$ cat config.mk
export PLATFORM = sky130hd
export DESIGN_NAME = min_hop_tree_parent_and_forward_queue_unit
export DESIGN_NICKNAME = d
export VERILOG_FILES = /design/src/mht_pkg.sv /design/src/mht_pkt_mem.sv /design/src/mht_queue.sv /design/src/min_hop_tree_parent_and_forward_queue_unit.sv
export VERILOG_INCLUDE_DIRS = /design/src /design/src/src
export SDC_FILE = /design/constraint.sdc
export NUM_CORES = 2
export LEC_CHECK = 0
export BUFFER_PORTS_ARGS = -buffer_cell sky130_fd_sc_hd__clkbuf_2
export CORE_MARGIN = 2
export CORE_UTILIZATION = 60
export DETAILED_ROUTE_END_ITERATION = 8
export PLACE_DENSITY = 0.75
export SLEW_MARGIN = 20
export SYNTH_ARGS = -nofsm -noshare
export SYNTH_HDL_FRONTEND = slang
export SYNTH_SLANG_ARGS = --single-unit
$ cat constraint.sdc
create_clock -name i_clk -period 26.4 [get_ports i_clk]
set_input_delay 5.28 -clock i_clk [delete_from_list [all_inputs] [get_ports i_clk]]
set_output_delay 5.28 -clock i_clk [all_outputs]
set_load 0.1 [all_outputs]
$ cat src/min_hop_tree_parent_and_forward_queue_unit_defines.svh
// ----------------------------------------------------------------------------
// min-hop tree node assertion macros
// shared property shapes for the checks at the end of the top level
// ----------------------------------------------------------------------------
`ifndef MIN_HOP_TREE_PARENT_AND_FORWARD_QUEUE_UNIT_DEFINES_SVH
`define MIN_HOP_TREE_PARENT_AND_FORWARD_QUEUE_UNIT_DEFINES_SVH

// consequent must hold in the same cycle as the antecedent
`define MHT_ASSERT_NOW(lbl, clk, rst_n, ante, cons, msg) \
    lbl: assert property (@(posedge clk) disable iff (!rst_n) (ante) |-> (cons)) \
        else $error(msg);

// consequent must hold in the cycle after the antecedent
`define MHT_ASSERT_NEXT(lbl, clk, rst_n, ante, cons, msg) \
    lbl: assert property (@(posedge clk) disable iff (!rst_n) (ante) |=> (cons)) \
        else $error(msg);

`endif

$ cat src/mht_pkg.sv
// ----------------------------------------------------------------------------
// min-hop tree node package
// request codes, result codes, register indexes and shared types
// ----------------------------------------------------------------------------
`default_nettype none

package mht_pkg;

    // event kinds carried in the input tuser
    typedef enum logic [2:0] {
        REQ_BEACON    = 3'd0,
        REQ_DATA      = 3'd1,
        REQ_ORIGINATE = 3'd2,
        REQ_TRANSMIT  = 3'd3,
        REQ_HEARTBEAT = 3'd4,
        REQ_TICK      = 3'd5
    } t_req;

    // result codes carried in the output tuser
    typedef enum logic [3:0] {
        ST_IGNORED     = 4'd0,
        ST_PARENT_UPD  = 4'd1,
        ST_QUEUED      = 4'd2,
        ST_DROPPED     = 4'd3,
        ST_DELIVERED   = 4'd4,
        ST_SENT        = 4'd5,
        ST_IDLE        = 4'd6,
        ST_BEACON      = 4'd7,
        ST_PARENT_LOST = 4'd8
    } t_status;

    // configuration register indexes
    typedef enum logic [1:0] {
        CFG_NODE_ID        = 2'd0,
        CFG_QUEUE_LIMIT    = 2'd1,
        CFG_PARENT_TIMEOUT = 2'd2
    } t_cfg_idx;

    // control sequencer states
    typedef enum logic {
        FSM_IDLE = 1'b0,
        FSM_EXEC = 1'b1
    } t_state;

    localparam int          QCNT_W            = 5;
    localparam logic [15:0] NODE_ID_RST       = 16'd0;
    localparam logic [4:0]  QUEUE_LIMIT_RST   = 5'd10;
    localparam logic [15:0] PARENT_TIMEOUT_RST = 16'd30;
    localparam logic [16:0] NO_PARENT         = 17'h1FFFF;
    localparam logic [15:0] AGE_MAX           = 16'hFFFF;

    // one queued packet
    typedef struct packed {
        logic [31:0] seq;
        logic [15:0] orig;
    } t_pkt;

    // queue requests from the control path
    typedef struct packed {
        logic rd;
        logic push;
        logic pop;
    } t_q_req;

endpackage

`default_nettype wire

$ cat src/mht_pkt_mem.sv
// ----------------------------------------------------------------------------
// packet store
// single-port-write, registered-read memory holding queued packets
// ----------------------------------------------------------------------------
`default_nettype none

module mht_pkt_mem #(
    parameter int DEPTH  = 16,
    parameter int ADDR_W = 4,
    parameter int DATA_W = 48
) (
    input  wire logic              i_clk,
    input  wire logic              i_wr_en,
    input  wire logic [ADDR_W-1:0] i_wr_addr,
    input  wire logic [DATA_W-1:0] i_wr_data,
    input  wire logic              i_rd_en,
    input  wire logic [ADDR_W-1:0] i_rd_addr,
    output      logic [DATA_W-1:0] o_rd_data
);

    logic [DATA_W-1:0] r_mem [DEPTH];
    logic [DATA_W-1:0] r_rd_data;

    // write port
    always_ff @(posedge i_clk) begin
        if (i_wr_en) begin
            r_mem[i_wr_addr] <= i_wr_data;
        end
    end

    // read port, registered output
    always_ff @(posedge i_clk) begin
        if (i_rd_en) begin
            r_rd_data <= r_mem[i_rd_addr];
        end
    end

    assign o_rd_data = r_rd_data;

endmodule

`default_nettype wire

$ cat src/mht_queue.sv
// ----------------------------------------------------------------------------
// forwarding queue
// head/tail pointers and occupancy around the packet store
// ----------------------------------------------------------------------------
`default_nettype none

module mht_queue #(
    parameter int QUEUE_DEPTH = 16
) (
    input  wire logic                           i_clk,
    input  wire logic                           i_rst_n,
    input  wire mht_pkg::t_q_req                i_req,
    input  wire mht_pkg::t_pkt                  i_push_pkt,
    output      mht_pkg::t_pkt                  o_head_pkt,
    output      logic [mht_pkg::QCNT_W-1:0]     o_occ
);
    import mht_pkg::*;

    localparam int PTR_W = (QUEUE_DEPTH > 1) ? $clog2(QUEUE_DEPTH) : 1;
    localparam logic [PTR_W-1:0] PTR_LAST = PTR_W'(QUEUE_DEPTH - 1);

    logic [PTR_W-1:0]  r_head, n_head;
    logic [PTR_W-1:0]  r_tail, n_tail;
    logic [QCNT_W-1:0] r_occ, n_occ;
    logic [$bits(t_pkt)-1:0] rd_data;

    // pointer and count update with wrap at the store depth
    always_comb begin
        n_head = r_head;
        n_tail = r_tail;
        n_occ  = r_occ;
        if (i_req.push) begin
            n_tail = (r_tail == PTR_LAST) ? '0 : r_tail + 1'b1;
            n_occ  = r_occ + 1'b1;
        end
        if (i_req.pop) begin
            n_head = (r_head == PTR_LAST) ? '0 : r_head + 1'b1;
            n_occ  = r_occ - 1'b1;
        end
    end

    always_ff @(posedge i_clk) begin
        if (!i_rst_n) begin
            r_head <= '0;
            r_tail <= '0;
            r_occ  <= '0;
        end else begin
            r_head <= n_head;
            r_tail <= n_tail;
            r_occ  <= n_occ;
        end
    end

    mht_pkt_mem #(
        .DEPTH  (QUEUE_DEPTH),
        .ADDR_W (PTR_W),
        .DATA_W ($bits(t_pkt))
    ) u_mem (
        .i_clk     (i_clk),
        .i_wr_en   (i_req.push),
        .i_wr_addr (r_tail),
        .i_wr_data (i_push_pkt),
        .i_rd_en   (i_req.rd),
        .i_rd_addr (r_head),
        .o_rd_data (rd_data)
    );

    assign o_head_pkt = t_pkt'(rd_data);
    assign o_occ      = r_occ;

endmodule

`default_nettype wire

$ cat src/min_hop_tree_parent_and_forward_queue_unit.sv
// A result is registered when its request executes, which stalls while an
// earlier result is unaccepted. Requests are taken only while idle; the
// packet store's registered read of the queue head comes first, then the
// update and result. A waiting result does not block the next acceptance.
// Reset: i_rst_n synchronous, active low; the packet store needs no clearing.
// ----------------------------------------------------------------------------
// min-hop collection tree node
// parent selection from beacons plus a forwarding queue toward the parent
// ----------------------------------------------------------------------------
`default_nettype none

`include "min_hop_tree_parent_and_forward_queue_unit_defines.svh"

module min_hop_tree_parent_and_forward_queue_unit #(
    parameter int QUEUE_DEPTH   = 16,
    parameter int INFINITE_HOPS = 255
) (
    input  wire logic         i_clk,
    input  wire logic         i_rst_n,
    // request stream
    input  wire logic         s_tvalid,
    output      logic         s_tready,
    // [15:0] sender_id, [32:16] sender_parent, [40:33] sender_hops,
    // [72:41] src_addr, [104:73] hdr_addr, [120:105] pkt_originator,
    // [152:121] pkt_seq, [159:153] zero
    input  wire logic [159:0] s_tdata,
    // [2:0] req_type
    input  wire logic [2:0]   s_tuser,
    // result stream
    output      logic         m_tvalid,
    input  wire logic         m_tready,
    // [15:0] out_originator, [47:16] out_seq, [79:48] out_dest_addr,
    // [96:80] parent_id, [104:97] hop_count, [109:105] queue_count,
    // [141:110] count_originated, [173:142] count_sent,
    // [205:174] count_delivered, [237:206] count_dropped, [239:238] zero
    output      logic [239:0] m_tdata,
    // [3:0] status
    output      logic [3:0]   m_tuser,
    // configuration writes
    input  wire logic         i_cfg_valid,
    output      logic         o_cfg_ready,
    input  wire logic [1:0]   i_cfg_index,
    input  wire logic [15:0]  i_cfg_data
);
    import mht_pkg::*;

    localparam logic [7:0] INF_HOPS = 8'(INFINITE_HOPS);
    localparam int         LIM_CAP  = (QUEUE_DEPTH < 31) ? QUEUE_DEPTH : 31;
    localparam logic [QCNT_W-1:0] LIM_CAP_V = QCNT_W'(LIM_CAP);

    // configuration registers
    logic [15:0]       r_node_id;
    logic [4:0]        r_queue_limit;
    logic [15:0]       r_parent_timeout;

    // sequencer
    t_state r_state, n_state;
    logic   accept;
    logic   exec_fire;

    // captured request
    t_req          r_req;
    logic [152:0]  r_in;
    logic [15:0]   in_sid;
    logic [16:0]   in_spar;
    logic [7:0]    in_shops;
    logic [31:0]   in_saddr;
    logic [31:0]   in_haddr;
    logic [15:0]   in_porig;
    logic [31:0]   in_pseq;

    // routing state and counters
    logic [16:0] r_parent, n_parent;
    logic [7:0]  r_hops, n_hops;
    logic [31:0] r_paddr, n_paddr;
    logic [15:0] r_age, n_age;
    logic [31:0] r_next_seq, n_next_seq;
    logic [31:0] r_cnt_orig, n_cnt_orig;
    logic [31:0] r_cnt_sent, n_cnt_sent;
    logic [31:0] r_cnt_deliv, n_cnt_deliv;
    logic [31:0] r_cnt_drop, n_cnt_drop;

    // queue interface
    t_q_req            q_req;
    t_pkt              q_push_pkt;
    t_pkt              q_head_pkt;
    logic [QCNT_W-1:0] q_occ;
    logic [QCNT_W-1:0] eff_limit;
    logic              q_full;
    logic [QCNT_W-1:0] occ_after;

    // result being formed
    t_status     res_status;
    logic [15:0] res_orig;
    logic [31:0] res_seq;
    logic [31:0] res_dest;

    // output register
    logic        r_m_valid;
    t_status     r_m_status;
    logic [15:0] r_m_orig;
    logic [31:0] r_m_seq;
    logic [31:0] r_m_dest;
    logic [16:0] r_m_parent;
    logic [7:0]  r_m_hops;
    logic [QCNT_W-1:0] r_m_occ;
    logic [31:0] r_m_cnt_orig;
    logic [31:0] r_m_cnt_sent;
    logic [31:0] r_m_cnt_deliv;
    logic [31:0] r_m_cnt_drop;

    // beacon decode
    logic [31:0] bcn_addr;
    logic [7:0]  bcn_cand;
    logic        bcn_valid;
    logic        bcn_from_parent;
    logic        has_parent;

    // configuration port
    assign o_cfg_ready = 1'b1;

    always_ff @(posedge i_clk) begin
        if (!i_rst_n) begin
            r_node_id        <= NODE_ID_RST;
            r_queue_limit    <= QUEUE_LIMIT_RST;
            r_parent_timeout <= PARENT_TIMEOUT_RST;
        end else if (i_cfg_valid) begin
            unique case (i_cfg_index)
                CFG_NODE_ID:        r_node_id        <= i_cfg_data;
                CFG_QUEUE_LIMIT:    r_queue_limit    <= i_cfg_data[4:0];
                CFG_PARENT_TIMEOUT: r_parent_timeout <= i_cfg_data;
                default: ;
            endcase
        end
    end

    // next state
    always_comb begin
        n_state = r_state;
        unique case (r_state)
            FSM_IDLE: if (s_tvalid) n_state = FSM_EXEC;
            FSM_EXEC: if (exec_fire) n_state = FSM_IDLE;
            default:  n_state = FSM_IDLE;
        endcase
    end

    // sequencer outputs
    always_comb begin
        s_tready  = 1'b0;
        exec_fire = 1'b0;
        unique case (r_state)
            FSM_IDLE: s_tready  = 1'b1;
            FSM_EXEC: exec_fire = !r_m_valid || m_tready;
            default: ;
        endcase
    end

    assign accept = s_tvalid && s_tready;

    always_ff @(posedge i_clk) begin
        if (!i_rst_n) begin
            r_state <= FSM_IDLE;
        end else begin
            r_state <= n_state;
        end
    end

    // request capture
    always_ff @(posedge i_clk) begin
        if (accept) begin
            r_req <= t_req'(s_tuser);
            r_in  <= s_tdata[152:0];
        end
    end

    assign in_sid   = r_in[15:0];
    assign in_spar  = r_in[32:16];
    assign in_shops = r_in[40:33];
    assign in_saddr = r_in[72:41];
    assign in_haddr = r_in[104:73];
    assign in_porig = r_in[120:105];
    assign in_pseq  = r_in[152:121];

    // queue limit clipped to the store depth, at most 31
    assign eff_limit = (r_queue_limit > LIM_CAP_V) ? LIM_CAP_V : r_queue_limit;
    assign q_full    = (q_occ >= eff_limit);

    // beacon qualification
    assign has_parent      = !r_parent[16];
    assign bcn_addr        = (in_haddr != 32'd0) ? in_haddr : in_saddr;
    assign bcn_cand        = in_shops + 8'd1;
    assign bcn_valid       = (in_sid != r_node_id) && (r_node_id != 16'd0) &&
                             (in_shops < INF_HOPS) && (in_spar != {1'b0, r_node_id});
    assign bcn_from_parent = has_parent && (r_parent[15:0] == in_sid);

    // event execution
    always_comb begin
        n_parent    = r_parent;
        n_hops      = r_hops;
        n_paddr     = r_paddr;
        n_age       = r_age;
        n_next_seq  = r_next_seq;
        n_cnt_orig  = r_cnt_orig;
        n_cnt_sent  = r_cnt_sent;
        n_cnt_deliv = r_cnt_deliv;
        n_cnt_drop  = r_cnt_drop;
        q_req       = '0;
        q_push_pkt  = '0;
        res_status  = ST_IGNORED;
        res_orig    = '0;
        res_seq     = '0;
        res_dest    = '0;
        q_req.rd    = accept;
        unique case (r_req)
            REQ_BEACON: begin
                if (bcn_valid) begin
                    if (bcn_from_parent) begin
                        n_age      = '0;
                        n_hops     = bcn_cand;
                        n_paddr    = bcn_addr;
                        res_status = ST_PARENT_UPD;
                    end else if (bcn_cand < r_hops) begin
                        n_parent   = {1'b0, in_sid};
                        n_hops     = bcn_cand;
                        n_paddr    = bcn_addr;
                        n_age      = '0;
                        res_status = ST_PARENT_UPD;
                    end
                end
            end
            REQ_DATA: begin
                if (r_node_id == 16'd0) begin
                    n_cnt_deliv = r_cnt_deliv + 32'd1;
                    res_status  = ST_DELIVERED;
                end else if (q_full) begin
                    n_cnt_drop = r_cnt_drop + 32'd1;
                    res_status = ST_DROPPED;
                end else begin
                    q_req.push      = exec_fire;
                    q_push_pkt.orig = in_porig;
                    q_push_pkt.seq  = in_pseq;
                    res_status      = ST_QUEUED;
                end
            end
            REQ_ORIGINATE: begin
                if (q_full) begin
                    n_cnt_drop = r_cnt_drop + 32'd1;
                    res_status = ST_DROPPED;
                end else begin
                    q_req.push      = exec_fire;
                    q_push_pkt.orig = r_node_id;
                    q_push_pkt.seq  = r_next_seq;
                    n_next_seq      = r_next_seq + 32'd1;
                    n_cnt_orig      = r_cnt_orig + 32'd1;
                    res_status      = ST_QUEUED;
                end
            end
            REQ_TRANSMIT: begin
                if ((q_occ != '0) && has_parent && (r_paddr != 32'd0) &&
                    (r_node_id != 16'd0)) begin
                    q_req.pop  = exec_fire;
                    res_orig   = q_head_pkt.orig;
                    res_seq    = q_head_pkt.seq;
                    res_dest   = r_paddr;
                    n_cnt_sent = r_cnt_sent + 32'd1;
                    res_status = ST_SENT;
                end else begin
                    res_status = ST_IDLE;
                end
            end
            REQ_HEARTBEAT: begin
                res_status = ST_BEACON;
                if (r_node_id == 16'd0) begin
                    n_parent = NO_PARENT;
                    n_hops   = 8'd0;
                end else if (has_parent && (r_age > r_parent_timeout)) begin
                    n_parent   = NO_PARENT;
                    n_hops     = INF_HOPS;
                    n_paddr    = '0;
                    res_status = ST_PARENT_LOST;
                end
            end
            REQ_TICK: begin
                if (r_age != AGE_MAX) begin
                    n_age = r_age + 16'd1;
                end
            end
            default: ;
        endcase
    end

    // reported queue count after this event
    assign occ_after = q_occ + QCNT_W'(q_req.push) - QCNT_W'(q_req.pop);

    always_ff @(posedge i_clk) begin
        if (!i_rst_n) begin
            r_parent    <= NO_PARENT;
            r_hops      <= INF_HOPS;
            r_paddr     <= '0;
            r_age       <= '0;
            r_next_seq  <= '0;
            r_cnt_orig  <= '0;
            r_cnt_sent  <= '0;
            r_cnt_deliv <= '0;
            r_cnt_drop  <= '0;
        end else if (exec_fire) begin
            r_parent    <= n_parent;
            r_hops      <= n_hops;
            r_paddr     <= n_paddr;
            r_age       <= n_age;
            r_next_seq  <= n_next_seq;
            r_cnt_orig  <= n_cnt_orig;
            r_cnt_sent  <= n_cnt_sent;
            r_cnt_deliv <= n_cnt_deliv;
            r_cnt_drop  <= n_cnt_drop;
        end
    end

    mht_queue #(
        .QUEUE_DEPTH (QUEUE_DEPTH)
    ) u_queue (
        .i_clk      (i_clk),
        .i_rst_n    (i_rst_n),
        .i_req      (q_req),
        .i_push_pkt (q_push_pkt),
        .o_head_pkt (q_head_pkt),
        .o_occ      (q_occ)
    );

    // result register valid
    always_ff @(posedge i_clk) begin
        if (!i_rst_n) begin
            r_m_valid <= 1'b0;
        end else if (exec_fire) begin
            r_m_valid <= 1'b1;
        end else if (m_tready) begin
            r_m_valid <= 1'b0;
        end
    end

    // result register payload
    always_ff @(posedge i_clk) begin
        if (exec_fire) begin
            r_m_status    <= res_status;
            r_m_orig      <= res_orig;
            r_m_seq       <= res_seq;
            r_m_dest      <= res_dest;
            r_m_parent    <= n_parent;
            r_m_hops      <= n_hops;
            r_m_occ       <= occ_after;
            r_m_cnt_orig  <= n_cnt_orig;
            r_m_cnt_sent  <= n_cnt_sent;
            r_m_cnt_deliv <= n_cnt_deliv;
            r_m_cnt_drop  <= n_cnt_drop;
        end
    end

    assign m_tvalid = r_m_valid;
    assign m_tuser  = r_m_status;
    assign m_tdata  = {2'b00, r_m_cnt_drop, r_m_cnt_deliv, r_m_cnt_sent, r_m_cnt_orig,
                       r_m_occ, r_m_hops, r_m_parent, r_m_dest, r_m_seq, r_m_orig};

    // checks
    `MHT_ASSERT_NEXT(a_accept_to_exec, i_clk, i_rst_n, accept,
        r_state == FSM_EXEC, "accepted request did not enter execution")
    `MHT_ASSERT_NEXT(a_exec_gives_result, i_clk, i_rst_n, exec_fire,
        m_tvalid, "executed request produced no result")
    `MHT_ASSERT_NEXT(a_sent_pops_queue, i_clk, i_rst_n,
        exec_fire && (res_status == ST_SENT),
        q_occ == $past(q_occ) - 1'b1, "sent packet did not leave the queue")
    `MHT_ASSERT_NOW(a_sent_needs_packet, i_clk, i_rst_n,
        exec_fire && (res_status == ST_SENT), q_occ != '0,
        "packet sent from an empty queue")

endmodule

`default_nettype wire
# Yosys cells after proc, flatten, opt, wreduce, memory -nomap -nowiden
# Memories as Yosys holds them, arrays and structs flattened. A register that Yosys moved wholly into a read port is not among the register bits.
# Cells that the tools add are included.
# classes
add_sub_neg	13
mul	0
div	0
n_lt_le_gt_ge	5
n_eq_ne	18
n_shift	0
muxes	65
bitwise_logic	2
reduce_logical	30
# op_table
op	count
$mux 32	14
$add 32x1->32 const B	5
$mux 48	3
$pmux 32 s2	2
$pmux 48 s2	1
$mux 17	5
$mux 16	4
$reduce_bool 32->1	2
$mux 8	5
$pmux 17 s2	1
$pmux 16 s2	1
$mux 4	5
$pmux 4 s5	1
$ne 17x16->1	1
$add 16x1->16 const B	1
$eq 16x16->1	1
$gt 16x16->1	1
$logic_not 16->1	1
$mux 1	16
$ne 16x16->1	1
$ne 16x16->1 const B	1
$pmux 8 s2	1
$reduce_bool 16->1	1
$mux 5	3
other kinds (32)	56
# totals
regBits	683
latch_bits	0
mem_bits_rw	768
mem_bits_ro	0
inputBits	186
out_inout_bits	247
elab_cells	164
mem_count	1
# mem_list
memory	depth	word_bits	rd	rd_ports_with_merged_regs	wr	line_no	source
u_queue.u_mem.r_mem	16	48	1	1	1	mht_pkt_mem.sv:21	logic [DATA_W-1:0] r_mem [DEPTH];

# Logic depth before layout (Yosys ltp)
# logic_depth
ltp_word	8
mapped_depth	17
depth_no_buf	17

# Modules after synthesis
# A second synthesis with hierarchy kept.
# unflattened
hier_cells	3894
area_unflattened_um2	59836.1
# modules_own_cells
module	instances	cells_per_inst	area_each_um2	seq_area_each_um2
mht_pkt_mem	1	1242	30171.4	24503.5
min_hop_tree_parent_and_forward_queue_unit	1	2571	28952.8	17396.7
mht_queue	1	81	711.9	260.2

# Least setup slack after synthesis
# Ideal clock, no wire load.
# synth_timing
path_type	input -> register
from	input s_tvalid
to	register r_in[0], enable pin
setup_time_ns	0.797
arrival_time_ns	14.074
t_required_ns	25.603
setup_slack_ns	11.529
path_stages	1
path_buffers	0
cell_sequence	nor2b_1
# synth_via
elab_chain_len	1
# synth_lines
element	line_no	source
from (decl)	min_hop_tree_parent_and_forward_queue_unit.sv:21	input wire logic s_tvalid,
$logic_and 1x1->1	min_hop_tree_parent_and_forward_queue_unit.sv:158	assign accept = s_tvalid && s_tready;
to (signal assigned)	min_hop_tree_parent_and_forward_queue_unit.sv:172	r_in <= s_tdata[152:0];
to (decl)	min_hop_tree_parent_and_forward_queue_unit.sv:63	logic [152:0] r_in;
# No other way between the ends.
# A chain may end at the register's enable or synchronous reset.

==> load_flow_metrics.sql <==
INSERT INTO impl_metrics (metric_group, metric, value, unit) VALUES
('status', 'outcome', 'completed', ''),
('clock_network', 'worstSkewPairLatency', '0.75', 'ns'),
('worst_hold_path', 'hp-start', 'r_parent_timeout[9]', ''),
('critical_path', 'critPathCaptureType', 'register', ''),
('logic_synthesis', 'async_reset_ff_frac', '0', ''),
('clock_network', 'cts_post_setup_buffers_inserted', '0', ''),
('worst_hold_path', 'hold_path.class', 'reg -> reg', ''),
('critical_path', 'cp-startpoint', 'm_tready', ''),
('route', 'avg_wl_per_cell', '25.65', 'um'),
('finish', 'post-route-cell-area', '0.06813', 'sq mm'),
('global_routing', 'first_global_vias', '34200', ''),
('route', 'route.antenna.remaining_nets', '0', ''),
('timing', 'timing.final.max_slew_violations', '0', ''),
('finish', 'fraction_of_final_layout_cells_with_drive_strength_greater_than_1', '0.2255', ''),
('timing', 'setup_viol', '0', ''),
('clock_network', 'clkSinkCount', '1499', ''),
('timing', 'achievable-frequency', '113.0', 'MHz'),
('finish', 'finalNonFillerCells', '5640', ''),
('clock_network', 'clockRootBuffer', 'sky130_fd_sc_hd__clkbuf_16', ''),
('placement', 'place_inst', '5358', ''),
('critical_path', 'cp_slowest_stage_delay', '0.76', 'ns'),
('logic_synthesis', 'yosysWarningCount', '0', ''),
('pwr', 'cellPowerDensity', '73.04', 'mW/mm^2'),
('placement', 'place_hpwl', '83360', 'um'),
('critical_path', 'regToRegStartpoint', 'r_node_id[7]', ''),
('route', 'vias', '35150', ''),
('placement', 'finalWeightedCongestion', '0.8643', ''),
('clock_network', 'clock_tree.htree_level_count', '4', ''),
('clock_network', 'cts_hold_buffers', '0', ''),
('placement', 'place_area', '0.06338', 'sq mm'),
('logic_synthesis', 'synth_top_cell_area_share', '0.6094', ''),
('logic_synthesis', 'syn-instance-count', '3790', ''),
('critical_path', 'critical_path_arrival', '9.21', 'ns'),
('floorplanning', 'height_of_the_chip', '319.8', 'um'),
('timing', 'unrepaired_setup_endpoints_after_global_routing', 'false', ''),
('timing', 'slew_headroom', '0.2689', ''),
('critical_path', 'timing.setup.critical_path_class', 'in -> reg', ''),
('placement', 'place.port_buffers', '422', ''),
('clock_network', 'clock_tree.buffer_depth', '3', ''),
('logic_synthesis', 'synth_top_cell_by_area', 'sky130_fd_sc_hd__edfxtp_1', ''),
('route', 'drt_iter0_markers', '3956', ''),
('finish', 'final_cell_mix', 'sky130_fd_sc_hd__edfxtp_1 (1214), sky130_fd_sc_hd__clkbuf_2 (423), sky130_fd_sc_hd__dfxtp_1 (281)', ''),
('global_routing', 'overflow', '0', ''),
('clock_network', 'cts_tree', 'done', ''),
('global_routing', 'global_route_wire_length_before_repair', '214500', 'um'),
('timing', 'min_period', '8.847', 'ns'),
('critical_path', 'cp_max_fo', '86', ''),
('flow_run', 'maxCapViolCount', '0', ''),
('finish', 'most_common_library_cell_in_the_layout_ignoring_fill_and_taps', 'sky130_fd_sc_hd__edfxtp_1', ''),
('route', 'drt-pass1-iter-count', '5', ''),
('timing', 'timing_hold_violations_final', '0', ''),
('timing', 'fin_tns_setup', '0', 'ns'),
('finish', 'num-fill-cells', '6345', ''),
('finish', 'flow.area_growth_from_synthesis', '13.89', '%'),
('finish', 'layout.nets', '4461', ''),
('logic_synthesis', 'postSynth.topFlopCell', 'sky130_fd_sc_hd__edfxtp_1', ''),
('global_routing', 'initial_antenna_violation_count', '12', ''),
('clock_network', 'cts.clk_slew.worst_paths', '0.06', 'ns'),
('global_routing', 'track_usage', '0.2833', ''),
('floorplanning', 'placement_rows', '115', ''),
('logic_synthesis', 'synthesis.area', '0.05982', 'sq mm'),
('logic_synthesis', 'ys_ff_latch', '1499', ''),
('logic_synthesis', 'number_of_enable_type_register_cells_in_the_synthesized_netlist', '1214', ''),
('critical_path', 'timing.critical_path.cells', 'clkbuf_2 > nand2b_1 > nand2_4 > inv_8 > nand2_1 > nor2_1 > nand2_1 > nor2_4 > buf_4', ''),
('global_routing', 'grt_max_degree', '108', ''),
('route', 'detail_route.drc_violations', '0', ''),
('logic_synthesis', 'synth.yosys.seq_area_share', '0.7048', ''),
('floorplanning', 'ios', '433', ''),
('finish', 'utilization_after_layout', '0.6912', ''),
('logic_synthesis', 'syn-mean-instance-area', '15.78', 'sq um'),
('critical_path', 'cp_common_cell', 'sky130_fd_sc_hd__nand2_1', '');
==> report_power, final <==
group / switching [mW] / internal (mW) / total [mW]
registers: 0.0277 / 2.60 / 2.63
logic: 0.257 / 0.0506 / 0.308
clock network: 0.875 / 1.17 / 2.04
==> sequential cells by signal, indices dropped and copies added, names as in the netlist, 17 cells and up <==
signal,flops
r_in,153
r_parent,17
r_m_cnt_sent,32
r_m_cnt_orig,32
u_queue.u_mem.o_rd_data,48
r_cnt_sent,32
r_m_cnt_drop,32
r_m_parent,17
u_queue.u_mem.r_mem,768
r_cnt_orig,32
r_cnt_drop,32
r_paddr,32
r_m_seq,32
r_m_dest,32
r_next_seq,32
r_m_cnt_deliv,32
r_cnt_deliv,32
==> synth_stat cells (all sizes together), types with 66 or more instances <==
library cell / instances
xor2: 134
edfxtp: 1214
inv: 66
dfxtp: 285
xnor2: 168
nand3: 76
a21oi: 129
nand2: 279
and3: 108
nand4: 75
nor3: 68
nor2: 243
mux4: 240
nor4: 67
clkbuf: 149
==> per-layer routing <==
| metal | up-vias | global-route usage | share of wire |
|---|---|---|---|
| li1 | 15430 | - | - |
| met1 | 17750 | 0.3823 | 0.39 |
| met2 | 1681 | 0.4714 | 0.50 |
| met3 | 284 | 0.04889 | 0.078 |
| met4 | 4 | 0.09727 | 0.031 |
| met5 | - | 0 | 0.00024 |
==> cell type report <==
cell class | count | area [sq um] | area share
flip-flops and latches | 1499 | 42170 | 0.6190
multi-input cells | 2026 | 16800 | 0.2466
clock buffers | 208 | 4169 | 0.06119
repair buffers | 479 | 2560 | 0.03758
well taps | 1287 | 1610 | 0.02364
clock inverters | 65 | 529.3 | 0.007769
inverters | 68 | 267.8 | 0.003930
diodes | 8 | 20.02 | 0.0002938
==> worst max-delay path: cells and delay by family <==
| family | cells | cell delay, ns |
|---|---|---|
| and+or+nand+nor | 6 | 2.53 |
| buffers and inverters | 3 | 1.34 |
==> kinds of logic after synthesis <==
family                   synth area share
AO/OA/AOI/OAI                     0.03949
XOR/XNOR                          0.04422
adder cells (fa/ha/maj)           0.01092
buffers and inverters             0.01772
flip-flops                         0.7048
multiplexers                      0.09743
other                           0.0001255
AND/OR/NAND/NOR                   0.08530
==> metrics by stage <==
| step | hold WS [ns] | worst slack (ns) | total power, mW |
|---|---|---|---|
| 2_1_floorplan | 0.4363 | 11.53 | 2.914 |
| 3_3_place_gp | 0.4456 | 16.81 | 2.980 |
| 3_5_place_dp | 0.4503 | 16.79 | 2.984 |
| 4_1_cts | 0.4590 | 17.56 | 5.003 |
| 5_1_grt | 0.4832 | 17.31 | 5.108 |
| 6_report | 0.4584 | 17.55 | 4.976 |
==> path summary, 6_finish.rpt <==
path | to | slack, ns | depth (start not counted)
max reg2reg | u_queue.u_mem.r_mem[9][35] | 21.50 | 9
min | r_parent_timeout[9] | 0.46 | 2
max | u_queue.u_mem.r_mem[9][35] | 17.55 | 9
min reg2reg | r_parent_timeout[9] | 0.46 | 2
(Power assumes the default switching activity.)
